$ cat src/sv/bhmb_pkg.sv
// ----------------------------------------------------------------------------
// Bloch hopping matrix builder package
// Shared types, command codes and fixed-point constants.
// ----------------------------------------------------------------------------
package bhmb_pkg;

  typedef enum logic [1:0] {
    CMD_START = 2'd0,
    CMD_LOAD  = 2'd1,
    CMD_EDGE  = 2'd2,
    CMD_READ  = 2'd3
  } cmd_t;

  typedef enum logic [1:0] {
    REG_A1_X = 2'd0,
    REG_A1_Y = 2'd1,
    REG_A2_X = 2'd2,
    REG_A2_Y = 2'd3
  } reg_idx_t;

  typedef enum logic [3:0] {
    ST_IDLE,
    ST_CLEAR,
    ST_FETCH,
    ST_BOND,
    ST_PHASE,
    ST_REDUCE,
    ST_CORDIC,
    ST_MUL,
    ST_RD1,
    ST_WR1,
    ST_RD2,
    ST_WR2,
    ST_READ,
    ST_OUT
  } state_t;

  localparam logic signed [63:0] TWO_PI_Q16  = 64'sd411775;
  localparam logic signed [63:0] PI_Q16      = 64'sd205887;
  localparam logic signed [63:0] HALF_PI_Q16 = 64'sd102944;
  localparam logic signed [33:0] CORDIC_GAIN = 34'sd652032874;
  // 2^50 divided by 2*pi in Q16.16 (1/(2*pi) scaled by 2^34), for the quotient estimate.
  localparam logic signed [63:0] RECIP_TWO_PI = (64'sd1 <<< 50) / TWO_PI_Q16;

  // Arctangent in Q2.30 for one CORDIC step.
  function automatic logic signed [33:0] atan_q30(input logic [5:0] i);
    logic signed [33:0] r;
    case (i)
      6'd0: r = 34'sd843314857;
      6'd1: r = 34'sd497837829;
      6'd2: r = 34'sd263043837;
      6'd3: r = 34'sd133525159;
      6'd4: r = 34'sd67021687;
      6'd5: r = 34'sd33543516;
      6'd6: r = 34'sd16775851;
      6'd7: r = 34'sd8388437;
      6'd8: r = 34'sd4194283;
      6'd9: r = 34'sd2097149;
      default: r = (i <= 6'd30) ? (34'sd1 <<< (6'd30 - i)) : 34'sd0;
    endcase
    return r;
  endfunction

  function automatic logic signed [31:0] sat32(input logic signed [63:0] v);
    logic signed [31:0] r;
    if (v > 64'sd2147483647) r = 32'sh7fffffff;
    else if (v < -64'sd2147483648) r = 32'sh80000000;
    else r = v[31:0];
    return r;
  endfunction

endpackage

$ cat src/sv/bhmb_cordic.sv
// ----------------------------------------------------------------------------
// Iterative CORDIC
// Rotation mode in Q2.30, one micro-rotation per cycle.
// ----------------------------------------------------------------------------
module bhmb_cordic #(
  parameter int STEPS = 24
) (
  input  logic               clk,
  input  logic               rst_n,
  input  logic               go,
  input  logic signed [33:0] angle,
  output logic               done,
  output logic signed [33:0] cos_o,
  output logic signed [33:0] sin_o
);
  import bhmb_pkg::*;

  logic signed [33:0] x_r, y_r, z_r;
  logic [5:0] i_r;
  logic busy_r;

  assign cos_o = x_r;
  assign sin_o = y_r;
  assign done  = busy_r && (i_r == 6'(STEPS - 1));

  always_ff @(posedge clk) begin
    if (!rst_n) begin
      busy_r <= 1'b0;
      i_r    <= '0;
    end else if (go) begin
      busy_r <= 1'b1;
      i_r    <= '0;
      x_r    <= CORDIC_GAIN;
      y_r    <= '0;
      z_r    <= angle;
    end else if (busy_r) begin
      if (z_r >= 0) begin
        x_r <= x_r - (y_r >>> i_r);
        y_r <= y_r + (x_r >>> i_r);
        z_r <= z_r - atan_q30(i_r);
      end else begin
        x_r <= x_r + (y_r >>> i_r);
        y_r <= y_r - (x_r >>> i_r);
        z_r <= z_r + atan_q30(i_r);
      end
      if (done) busy_r <= 1'b0;
      i_r <= i_r + 6'd1;
    end
  end
endmodule

$ cat config.mk
export PLATFORM = sky130hd
export DESIGN_NAME = bhmb_cordic
export DESIGN_NICKNAME = d
export VERILOG_FILES = /design/src/sv/bhmb_pkg.sv /design/src/sv/bhmb_cordic.sv
export SDC_FILE = /design/constraint.sdc
export NUM_CORES = 1
export LEC_CHECK = 0
export BUFFER_PORTS_ARGS = -buffer_cell sky130_fd_sc_hd__buf_2
export CAP_MARGIN = 20
export CORE_MARGIN = 2
export CORE_UTILIZATION = 40
export CTS_CLUSTER_SIZE = 10
export DETAILED_ROUTE_END_ITERATION = 8
export GPL_ROUTABILITY_DRIVEN = 0
export PLACE_DENSITY = 0.56
export SLEW_MARGIN = 20
export SYNTH_ARGS = -nofsm -noshare
export SYNTH_HDL_FRONTEND = slang
export SYNTH_SLANG_ARGS = --single-unit
$ cat constraint.sdc
create_clock -name clk -period 8.3 [get_ports clk]
set_input_delay 1.245 -clock clk [delete_from_list [all_inputs] [get_ports clk]]
set_output_delay 1.245 -clock clk [all_outputs]
set_load 0.02 [all_outputs]
## Yosys cells after proc, flatten, opt, wreduce, memory -nomap -nowiden

Cells that the tools add are included.

- Flip-flop bits (word level): 109
- Bits of input ports: 37
- Output and inout bits: 69

- $add $sub $neg: 8
- $lt $le $gt $ge: 2
- Equality and inequality tests: 10
- Shift-type cells: 3
- Multiplexer cells: 20
- Bitwise gates (word level): 1
- Reductions and logical operators: 5

Operator list:

| operator | count |
|---|---|
| 2-to-1 mux 34 bit | 16 |
| case mux 34 bit (10 select lines) | 1 |
| adder 34 bit | 3 |
| subtractor 34 bit | 3 |
| >>> shifter 34 x 6 -> 34 bit | 2 |
| >= comparator 34 x 1 -> 1 bit, second input constant | 1 |
| <<< shifter 2 x 6 -> 34 bit, first input constant | 1 |
| equality test 6 x 3 -> 1 bit, second input constant | 4 |
| equality test 6 x 2 -> 1 bit, second input constant | 2 |
| equality test 6 x 4 -> 1 bit, second input constant | 2 |
| adder 6 x 1 -> 6 bit, second input constant | 1 |
| equality test 6 x 1 -> 1 bit, second input constant | 1 |
| equality test 6 x 5 -> 1 bit, second input constant | 1 |
| <= comparator 6 x 5 -> 1 bit, second input constant | 1 |
| logical NOT 6 bit | 1 |
| subtractor 5 x 6 -> 6 bit, first input constant | 1 |
| 2-to-1 mux 1 bit | 3 |
| AND reduction 2 bit | 1 |
| nonzero test 2 bit | 1 |
| OR reduction 2 bit | 1 |
| logical AND 1 bit | 1 |
| NOT 1 bit | 1 |

## Depth between registers and ports, before layout

Gate-level depths: netlist of the first run.

- Depth after elaboration: 12
- Mapped depth: 31
- Mapped depth without buffers: 28

## Worst setup path before layout of the first run

Ideal clock, no wire load.

- Path type: register to register
- From: register i_r[1]
- To: register y_r[30], in the netlist sin_o[30] (data pin)
- Arrival: 6.013 ns
- Slack: 2.021 ns
- Stages on the path, launching flop included: 25
- Buffers on the path: 5
- Path through: dfxtp_1 buf_6 buf_4 buf_2 buf_2 buf_2 mux4_2 mux2i_1 o22ai_1 or3_1 nor3_1 nand2_1 o21ai_0 xnor2_1 ha_1 and2_1 or4_1 a21oi_1 or3_1 or4b_2 a31oi_1 o21ai_0 a221oi_1 xor2_1 nor2_1

- Longest elaborated chain between the ends: 4

Ends and longest elaborated chain:

| item | line | source |
|---|---|---|
| start, declared | bhmb_cordic.sv:19 | `logic [5:0] i_r;` |
| start signal, assigned | bhmb_cordic.sv:47 | `i_r <= i_r + 6'd1;` |
| >>> shifter 34 x 6 -> 34 bit * | bhmb_cordic.sv:39, bhmb_cordic.sv:43 |  |
| subtractor 34 bit or adder 34 bit (tied branches) | bhmb_cordic.sv:43, bhmb_cordic.sv:39 |  |
| 2-to-1 mux 34 bit * | bhmb_cordic.sv:37 | `if (z_r >= 0) begin` |
| 2-to-1 mux 34 bit * | bhmb_cordic.sv:36 | `end else if (busy_r) begin` |
| end signal, assigned | bhmb_cordic.sv:39 | `y_r <= y_r + (x_r >>> i_r);` |
| end signal, assigned | bhmb_cordic.sv:43 | `y_r <= y_r - (x_r >>> i_r);` |
| end, declared | bhmb_cordic.sv:18 | `logic signed [33:0] x_r, y_r, z_r;` |

Mark *: on every way between the ends. The rest lies on a longest branch, timed or not. The select of a mux whose other input is x is not followed.
A chain may end at the register's enable or synchronous reset.

## Worst setup path in the final report of the first run

- From: register i_r[0]
- To: register y_r[33], in the netlist sin_o[33] (data pin)

Same word-level chain as after synthesis.

==> out/summary.txt, run 1 <==
========================================================================================================
Terminating pin of the worst hold path                                                            i_r[1]
Buffer levels on the longest clock path                                                                2
Leakage                                                                                          7.10 nW
Mean routed wirelength per cell                                                                  24.0 µm
Highest clock frequency the design can meet                                                      131 MHz
Smallest hold slack                                                                             0.643 ns
Global-route wire length before repair                                                         96,300 µm
Final Non-Filler Cells                                                                             2,613
Actual transition at the worst max-transition pin                                                1.21 ns
Time the final worst path needs with I/O delays and setup                                        7.63 ns
Reg-to-reg endpoint                                                                            sin_o[33]
Max Transition Viols Final                                                                             0
Final total negative setup slack                                                                    0 ns
CP Max Fanout                                                                                         69
Floorplan row count                                                                                   75
I/O pin count                                                                                        106
Area of the multi-input gates                                                                 13,100 µm²
Number of enable-type register cells in the synthesized netlist                                      102
Worst setup slack for register-to-register paths                                                 0.67 ns
Type of destination of the critical path                                                       flip-flop
Proportion of layout cells with a drive suffix above 1                                             15.2%
HPWL reported at the end of detailed placement                                                 47,800 µm
Vias in the first global route                                                                    16,300
Worst slew margin relative to its limit                                                            19.4%
Cells resized by post-CTS repair                                                                       0
Post-Synthesis Cells                                                                               2,036
Port buffer count                                                                                    105
Fin nets                                                                                           2,216
Placed Area                                                                                   18,000 µm²
Synthesized-area fraction occupied by ao, oa, aoi and oai cells                                    24.7%
Leftover overflow at the end of global routing                                                         0
Per-cell via count in the routed design                                                             6.62
Setup slack of the critical path after layout                                                   0.667 ns
WP data arrival                                                                                  7.81 ns
Final non-filler cell area                                                                    18,300 µm²
Clock sink count                                                                                     109
Remaining DRCs                                                                                         0
Count of routing violations after the opening detailed-route iteration                             2,325
#FFs+latches synth                                                                                   109
Maximum number of pins on one net before global-route repair                                          70
CTS root buf                                                                                sky130_fd_sc_hd__clkbuf_16
Final antenna-violating net count                                                                      0
H-tree depth                                                                                           3
Number of cells on the worst hold path                                                                 2
Number of buffers inserted by hold repair at cts                                                       0
Dpl ws                                                                                          0.900 ns
Async set or reset register ratio after synthesis                                                     0%
Post-Synthesis Net Count                                                                           2,183
Number of max-capacitance violations reported                                                          0
YS warnings                                                                                            0
Area share of fa/ha/maj cells after synthesis                                                      8.22%
Final cycle utilization of the critical path                                                       92.0%
Die Span Y                                                                                        210 µm
Startpoint type of the worst setup path                                                        flip-flop
Netlist Area Pre-Place                                                                        17,000 µm²
Critical Path Start                                                                               i_r[0]
Die width                                                                                         210 µm
Floorplan Core Area                                                                           41,900 µm²
Area taken by flip-flops and latches                                                            3220 µm²
Beginning of the worst hold path                                                                  busy_r
R2r startpoint                                                                                    i_r[0]
Count of TritonRoute iterations in the first routing pass                                              6
Post-synthesis xor/xnor area fraction                                                              8.74%
Main combinational cell family by area after synthesis                                      compound AO/OA/AOI/OAI gates
Post-synthesis sequential area ratio                                                               18.8%
Vias                                                                                              17,300
Antenna Diode Count                                                                                    0
Number of clock buffers inserted by TritonCTS                                                          9
Run status                                                                                  complete, no violations
Unrepaired setup endpoints after global routing                                                    false
Worst hold path class                                                                            reg2reg
Final Skew                                                                                     0.0200 ns
Simple-Gate Fraction of Synth Area                                                                 19.2%
Starting density of the core                                                                       40.6%
Worst reg2reg path depth                                                                              20
Number of antenna violations at the first check in global routing                                      2
Die outline area                                                                              44,200 µm²
Post-CTS clock slew at the launch and capture registers of the worst setup and hold paths        0.09 ns
Data required time of the critical path                                                          8.48 ns
Fin. Hold Viols                                                                                        0
Cell Pwr Density                                                                              249 nW/µm²
Post-CTS Setup Bufs                                                                                    0
Final setup fails                                                                                      0
Sum of routed wire length over all layers                                                      62,700 µm
Global router's overall resource usage                                                             28.1%
Netlist cell types                                                                                    93
Fill cell instance count of the final layout                                                       4,172
Area growth from synthesis to final layout                                                         7.72%
IR drop worst, VDD                                                                              0.168 mV
Avg Synthesized Cell Area                                                                       8.35 µm²
Category of the critical setup timing path                                                       reg2reg
Fraction of synthesized area in multiplexers                                                       16.2%
Clock latency reported for the late side of the worst-skew pair                                  0.42 ns
Number of placed instances with taps included                                                      2,597
TritonCTS clock tree                                                                                done
Leading register cell type out of synthesis                                                 sky130_fd_sc_hd__edfxtp_1
========================================================================================================
==> logic make-up after synthesis <==
family | count (synthesis)
compound gates | 634
xor+xnor | 168
fa+ha+maj | 110
buf+inv | 168
flops | 109
mux | 188
simple gates | 659
==> cell usage in the layout, fill, tap and decap left out, types with 22 or more instances in the layout <==
master,instances
sky130_fd_sc_hd__a21oi_1,124
sky130_fd_sc_hd__nor2_1,158
sky130_fd_sc_hd__xnor2_1,95
sky130_fd_sc_hd__mux4_2,66
sky130_fd_sc_hd__inv_1,42
sky130_fd_sc_hd__and2_1,22
sky130_fd_sc_hd__nor3_1,35
sky130_fd_sc_hd__xor2_1,72
sky130_fd_sc_hd__mux2i_1,87
sky130_fd_sc_hd__nand3_1,37
sky130_fd_sc_hd__edfxtp_1,102
sky130_fd_sc_hd__buf_2,104
sky130_fd_sc_hd__ha_1,107
sky130_fd_sc_hd__nand2b_1,26
sky130_fd_sc_hd__o31ai_1,38
sky130_fd_sc_hd__nor2b_1,24
sky130_fd_sc_hd__a211oi_1,24
sky130_fd_sc_hd__o21ai_0,157
sky130_fd_sc_hd__buf_4,40
sky130_fd_sc_hd__a31oi_1,23
sky130_fd_sc_hd__a21o_1,60
sky130_fd_sc_hd__mux2_2,35
sky130_fd_sc_hd__nand2_1,214
==> through the flow <==
stage / total power [mW] / utilization, %
5_1_grt: 4.89 / 43.7
2_1_floorplan: 3.21 / -
3_5_place_dp: 4.01 / 43.0
6_report: 4.56 / 43.7
3_3_place_gp: 3.98 / 43.0
4_1_cts: 4.52 / 43.7
==> flip-flops by register name, indices dropped and copies added, names as in the netlist <==
| name | count |
|---|---|
| cos_o | 34 |
| busy_r | 1 |
| sin_o | 34 |
| z_r | 34 |
| i_r | 6 |
==> Yosys cell counts, types with 7 or more instances <==
cell	instances	share of area [%]
sky130_fd_sc_hd__inv_1	43	0.95
sky130_fd_sc_hd__nor2b_1	24	0.88
sky130_fd_sc_hd__and2_1	22	0.81
sky130_fd_sc_hd__nor2_1	158	3.5
sky130_fd_sc_hd__buf_2	27	0.79
sky130_fd_sc_hd__o211ai_1	10	0.44
sky130_fd_sc_hd__nand2_1	214	4.7
sky130_fd_sc_hd__a21oi_1	124	3.6
sky130_fd_sc_hd__a21o_1	60	2.6
sky130_fd_sc_hd__ha_1	107	7.9
sky130_fd_sc_hd__or3_1	19	0.70
sky130_fd_sc_hd__mux4_2	66	8.7
sky130_fd_sc_hd__nand4_1	21	0.77
sky130_fd_sc_hd__nand3_1	37	1.1
sky130_fd_sc_hd__buf_1	25	0.55
sky130_fd_sc_hd__and3_1	20	0.74
sky130_fd_sc_hd__o21ai_0	157	4.6
sky130_fd_sc_hd__or2_2	21	0.77
sky130_fd_sc_hd__o31ai_1	38	1.7
sky130_fd_sc_hd__nor3_1	35	1.0
sky130_fd_sc_hd__a221oi_1	15	0.77
sky130_fd_sc_hd__clkbuf_1	63	1.4
sky130_fd_sc_hd__a22oi_1	15	0.66
sky130_fd_sc_hd__a221o_1	8	0.47
sky130_fd_sc_hd__nor4_1	7	0.26
sky130_fd_sc_hd__o21bai_1	18	0.79
sky130_fd_sc_hd__mux2i_1	87	5.1
sky130_fd_sc_hd__dfxtp_1	7	0.82
sky130_fd_sc_hd__a31oi_1	23	0.85
sky130_fd_sc_hd__edfxtp_1	102	18
sky130_fd_sc_hd__mux2_2	35	2.3
sky130_fd_sc_hd__nor3b_1	7	0.31
sky130_fd_sc_hd__a211oi_1	24	1.1
sky130_fd_sc_hd__nand2b_1	26	0.96
sky130_fd_sc_hd__a211o_1	9	0.46
sky130_fd_sc_hd__xor2_1	72	3.7
sky130_fd_sc_hd__o21a_1	18	0.79
sky130_fd_sc_hd__xnor2_1	95	4.9
sky130_fd_sc_hd__o22ai_1	21	0.77
sky130_fd_sc_hd__a22o_1	8	0.41
==> worst max path at each step <==
stage | endpoint | slack [ns] | depth (start not counted)
floorplan | sin_o[30] | 2.02 | 24
global placement | sin_o[33] | 1.12 | 20
detailed placement | sin_o[33] | 0.90 | 22
CTS | sin_o[33] | 0.88 | 22
global route | z_r[28] | 0.10 | 24
finish | sin_o[33] | 0.67 | 20
==> report_power, final <==
group          switching (mW)  leakage [nW]  internal, mW
Sequential              0.269          1.03         0.788
Clock                   0.239         0.145         0.245
Combinational            1.73          5.92          1.29
Total                    2.24          7.10          2.32
==> routing by layer <==
layer / track usage, % / vias to the layer above / part of all wire [%]
met5: 0 / - / 0.026
met4: 14.2 / 2 / 5.1
met3: 5.59 / 197 / 9.1
met2: 44.3 / 984 / 44
met1: 36.8 / 8295 / 41
li1: - / 7821 / -
==> layout make-up <==
cell class / count / share of cell area (%)
clock buffer: 12 / 1.35
clock inverter: 4 / 0.314
inverter: 45 / 0.935
multi-input combinational: 1759 / 71.6
sequential: 109 / 17.5
tap: 539 / 3.68
timing repair buffer: 145 / 4.59
==> worst max-delay path, cell delays in order, from the launching register on <==
cell	delay, ns
sky130_fd_sc_hd__dfxtp_4	1.03
sky130_fd_sc_hd__nor2b_1	0.65
sky130_fd_sc_hd__a22oi_1	0.24
sky130_fd_sc_hd__a31oi_1	0.66
sky130_fd_sc_hd__a221oi_1	0.32
sky130_fd_sc_hd__or2_2	0.37
sky130_fd_sc_hd__nor3_1	0.26
sky130_fd_sc_hd__nand2_1	0.11
sky130_fd_sc_hd__o21ai_0	0.21
sky130_fd_sc_hd__xnor2_1	0.15
sky130_fd_sc_hd__ha_1	0.30
sky130_fd_sc_hd__and4_1	0.19
sky130_fd_sc_hd__and2_1	0.15
sky130_fd_sc_hd__a311o_1	0.34
sky130_fd_sc_hd__a311o_1	0.40
sky130_fd_sc_hd__a311oi_1	0.82
sky130_fd_sc_hd__o21ai_0	0.35
sky130_fd_sc_hd__a41oi_1	0.42
sky130_fd_sc_hd__nor3_1	0.09
sky130_fd_sc_hd__o21ai_0	0.23
sky130_fd_sc_hd__nand2_1	0.08
Power figures use the tool's default switching activity.
==> run 2, diff against run 1 <==
--- a/config.mk
+++ b/config.mk
@@ -5,6 +5,7 @@
 export SDC_FILE = /design/constraint.sdc
 export NUM_CORES = 1
 export LEC_CHECK = 0
+export ABC_AREA = 1
 export BUFFER_PORTS_ARGS = -buffer_cell sky130_fd_sc_hd__buf_2
 export CAP_MARGIN = 20
 export CORE_MARGIN = 2
@@ -17,3 +18,4 @@
 export SYNTH_ARGS = -nofsm -noshare
 export SYNTH_HDL_FRONTEND = slang
 export SYNTH_SLANG_ARGS = --single-unit
+export TNS_END_PERCENT = 5
==> out/summary.txt, run 2 <==
========================================================================================================
Run status                                                                                  complete, no violations
Proportion of layout cells with a drive suffix above 1                                             7.21%   -8.0 points
Starting density of the core                                                                       40.7%   +0.11 points
Cell Pwr Density                                                                              236 nW/µm²   -5.2%
Number of clock buffers inserted by TritonCTS                                                          9   unchanged
Die width                                                                                         208 µm   -0.96%
Fin nets                                                                                           2,998   +35%
Highest clock frequency the design can meet                                                      156 MHz   +19%
Remaining DRCs                                                                                         0   unchanged
Count of TritonRoute iterations in the first routing pass                                              8   +2
Fin. Hold Viols                                                                                        0   unchanged
Netlist Area Pre-Place                                                                        16,700 µm²   -1.9%
Per-cell via count in the routed design                                                             5.65   -15%
CTS root buf                                                                                sky130_fd_sc_hd__clkbuf_16
Worst slew margin relative to its limit                                                            32.8%   +13 points
Number of max-capacitance violations reported                                                          0   unchanged
Worst setup slack for register-to-register paths                                                 1.90 ns   +1.23 ns
Cell accounting for the most synthesized area                                               sky130_fd_sc_hd__edfxtp_1
Global router's overall resource usage                                                             27.5%   -0.61 points
Leading register cell type out of synthesis                                                 sky130_fd_sc_hd__edfxtp_1
Port buffer count                                                                                    105   unchanged
Final setup fails                                                                                      0   unchanged
YS warnings                                                                                            0   unchanged
Clock latency reported for the late side of the worst-skew pair                                  0.41 ns   about the same
Post-Synthesis Net Count                                                                           2,970   +36%
IR drop worst, VDD                                                                              0.131 mV   -22%
Final antenna-violating net count                                                                      0   unchanged
Leftover overflow at the end of global routing                                                         0   unchanged
Floorplan row count                                                                                   74   -1.3%
Vias in the first global route                                                                    17,800   +8.8%
Post-synthesis sequential area ratio                                                               19.2%   +0.37 points
Startpoint type of the worst setup path                                                        flip-flop
Clock sink count                                                                                     109   unchanged
H-tree depth                                                                                           3   unchanged
Vias                                                                                              19,100   +11%
Maximum number of pins on one net before global-route repair                                          84   +20%
Final Skew                                                                                     0.0161 ns   -0.00384 ns
Most frequent cell after synthesis                                                          sky130_fd_sc_hd__nand2_1
Category of the critical setup timing path                                                       reg2reg
Leading cell type in the layout, fill and taps excluded                                     sky130_fd_sc_hd__nand2_1
Synth cell count leaders                                                                    sky130_fd_sc_hd__nand2_1 (762), sky130_fd_sc_hd__nand3_1 (528), sky130_fd_sc_hd__nor2_1 (271)
Final total negative setup slack                                                                    0 ns   unchanged
TritonCTS clock tree                                                                                done
Die Span Y                                                                                        208 µm   -0.96%
Global-route wire length before repair                                                         95,000 µm   -1.4%
Final cycle utilization of the critical path                                                       77.1%   -15 points
WP data arrival                                                                                  6.56 ns   -1.25 ns
Post-Synthesis Cells                                                                               2,823   +39%
Leading post-synthesis cells by cell area                                                   sky130_fd_sc_hd__edfxtp_1 (18%), sky130_fd_sc_hd__nand2_1 (17%), sky130_fd_sc_hd__nand3_1 (16%), sky130_fd_sc_hd__ha_1 (8.0%), sky130_fd_sc_hd__nor2_1 (6.1%)
Overall power of the completed layout                                                            4.22 mW   -7.5%
Avg Synthesized Cell Area                                                                       5.91 µm²   -29%
Time the final worst path needs with I/O delays and setup                                        6.40 ns   -1.23 ns
Async set or reset register ratio after synthesis                                                     0%   unchanged
CP Max Fanout                                                                                         56   -19%
Floorplan Core Area                                                                           41,000 µm²   -2.2%
Number of buffers inserted by hold repair at cts                                                       0   unchanged
Unrepaired setup endpoints after global routing                                                    false
Die outline area                                                                              43,300 µm²   -1.9%
Number of antenna violations at the first check in global routing                                      0   -2
#FFs+latches synth                                                                                   109   unchanged
Area growth from synthesis to final layout                                                         7.15%
Cells resized by post-CTS repair                                                                       0   unchanged
Worst hold path class                                                                            reg2reg
Number of enable-type register cells in the synthesized netlist                                      102   unchanged
Actual transition at the worst max-transition pin                                                1.00 ns   -0.202 ns
Leakage                                                                                          8.75 nW   +23%
I/O pin count                                                                                        106   unchanged
Post-CTS Setup Bufs                                                                                    0   unchanged
Max Transition Viols Final                                                                             0   unchanged
Leading cell types in the layout, fill and taps excluded                                    sky130_fd_sc_hd__nand2_1 (762), sky130_fd_sc_hd__nand3_1 (528), sky130_fd_sc_hd__nor2_1 (270)
Type of destination of the critical path                                                       flip-flop
Count of routing violations after the opening detailed-route iteration                             1,841   -21%
Antenna Diode Count                                                                                    0   unchanged
Post-CTS clock slew at the launch and capture registers of the worst setup and hold paths        0.07 ns   -0.02 ns
HPWL reported at the end of detailed placement                                                 48,400 µm   +1.3%
Mean routed wirelength per cell                                                                  17.9 µm   -26%
Netlist cell types                                                                                    53   -43%
Data required time of the critical path                                                          8.46 ns   -0.02 ns
Sum of routed wire length over all layers                                                      60,600 µm   -3.5%
Buffer levels on the longest clock path                                                                2   unchanged
Area share of the largest cell type after synthesis                                                18.4%   +0.36 points
========================================================================================================
run 2: path summary, 6_finish.rpt:
check                           depth (start not counted)  startpoint         to
worst max-delay path                                   24      i_r[2]  cos_o[28]
worst min-delay path                                    2      i_r[1]     i_r[1]
worst min register to register                          2      i_r[1]     i_r[1]
worst max register to register                         24      i_r[2]  cos_o[28]
run 2: layout make-up:
type / instances / area [µm²]
clock inverters: 6 / 101
clock buffers: 10 / 229
well taps: 532 / 666
fillers: 4488 / 23100
repair buffers: 119 / 631
flip-flops and latches: 109 / 3210
multi-input cells: 2332 / 12000
inverters: 280 / 1050
run 2: kinds of logic (layout without fill, tap and decap cells):
group | count (synthesis) | after routing | synth area share [%]
xor gates and xnor gates | 85 | 85 | 4.46
DFF | 109 | 109 | 19.2
buffers and inverters | 382 | 415 | 9.03
and+or+nand+nor | 1694 | 1694 | 44.1
AOI/OAI and AO/OA | 443 | 443 | 14.9
adders and majority gates | 110 | 110 | 8.39
run 2: where the power goes:
| part | leakage [nW] | internal [mW] | switching [mW] |
|---|---|---|---|
| Sequential | 1.03 | 0.752 | 0.138 |
| Clock | 0.159 | 0.292 | 0.224 |
| Combinational | 7.56 | 0.940 | 1.87 |
run 2: layer usage:
layer	part of all wire [%]	track usage, %	vias up
li1	-	-	9596
met1	44	35.9	8758
met2	47	46.7	678
met3	5.2	2.90	112
met4	3.7	10.8	0
met5	0	0	-
run 2: critical path, cell delays in order, from the launching register on:
cell and delay (ns):
sky130_fd_sc_hd__dfxtp_2 0.32, sky130_fd_sc_hd__buf_4 0.45, sky130_fd_sc_hd__inv_2 0.55, sky130_fd_sc_hd__nor2_2 0.70
sky130_fd_sc_hd__nand3_1 0.15, sky130_fd_sc_hd__nand2_1 0.09, sky130_fd_sc_hd__inv_1 0.04, sky130_fd_sc_hd__nand2_1 0.09
sky130_fd_sc_hd__nand2_1 0.05, sky130_fd_sc_hd__nand3_1 0.12, sky130_fd_sc_hd__inv_1 0.08, sky130_fd_sc_hd__ha_1 0.28
sky130_fd_sc_hd__o21ai_0 0.35, sky130_fd_sc_hd__fa_1 0.28, sky130_fd_sc_hd__nand2_1 0.07, sky130_fd_sc_hd__o21ai_0 0.30
sky130_fd_sc_hd__a21oi_1 0.15, sky130_fd_sc_hd__o21ai_0 0.28, sky130_fd_sc_hd__a21boi_0 0.23, sky130_fd_sc_hd__o21ai_0 0.58
sky130_fd_sc_hd__a21boi_0 0.29, sky130_fd_sc_hd__o21ai_0 0.32, sky130_fd_sc_hd__nand2_1 0.13, sky130_fd_sc_hd__a21oi_1 0.18
sky130_fd_sc_hd__nor2_1 0.06
run 2: per-stage QoR:
step	hold WS [ns]	util, %	instances	cell area (µm²)	worst slack, ns
6_report	0.496	43.6	3388	17900	1.90
5_1_grt	0.512	43.6	3388	17900	1.23
4_1_cts	0.504	43.6	3388	17900	2.04
3_5_place_dp	0.493	42.8	3372	17500	2.07
3_3_place_gp	0.493	42.8	3372	17500	2.32
2_1_floorplan	0.469	-	2823	16700	1.26
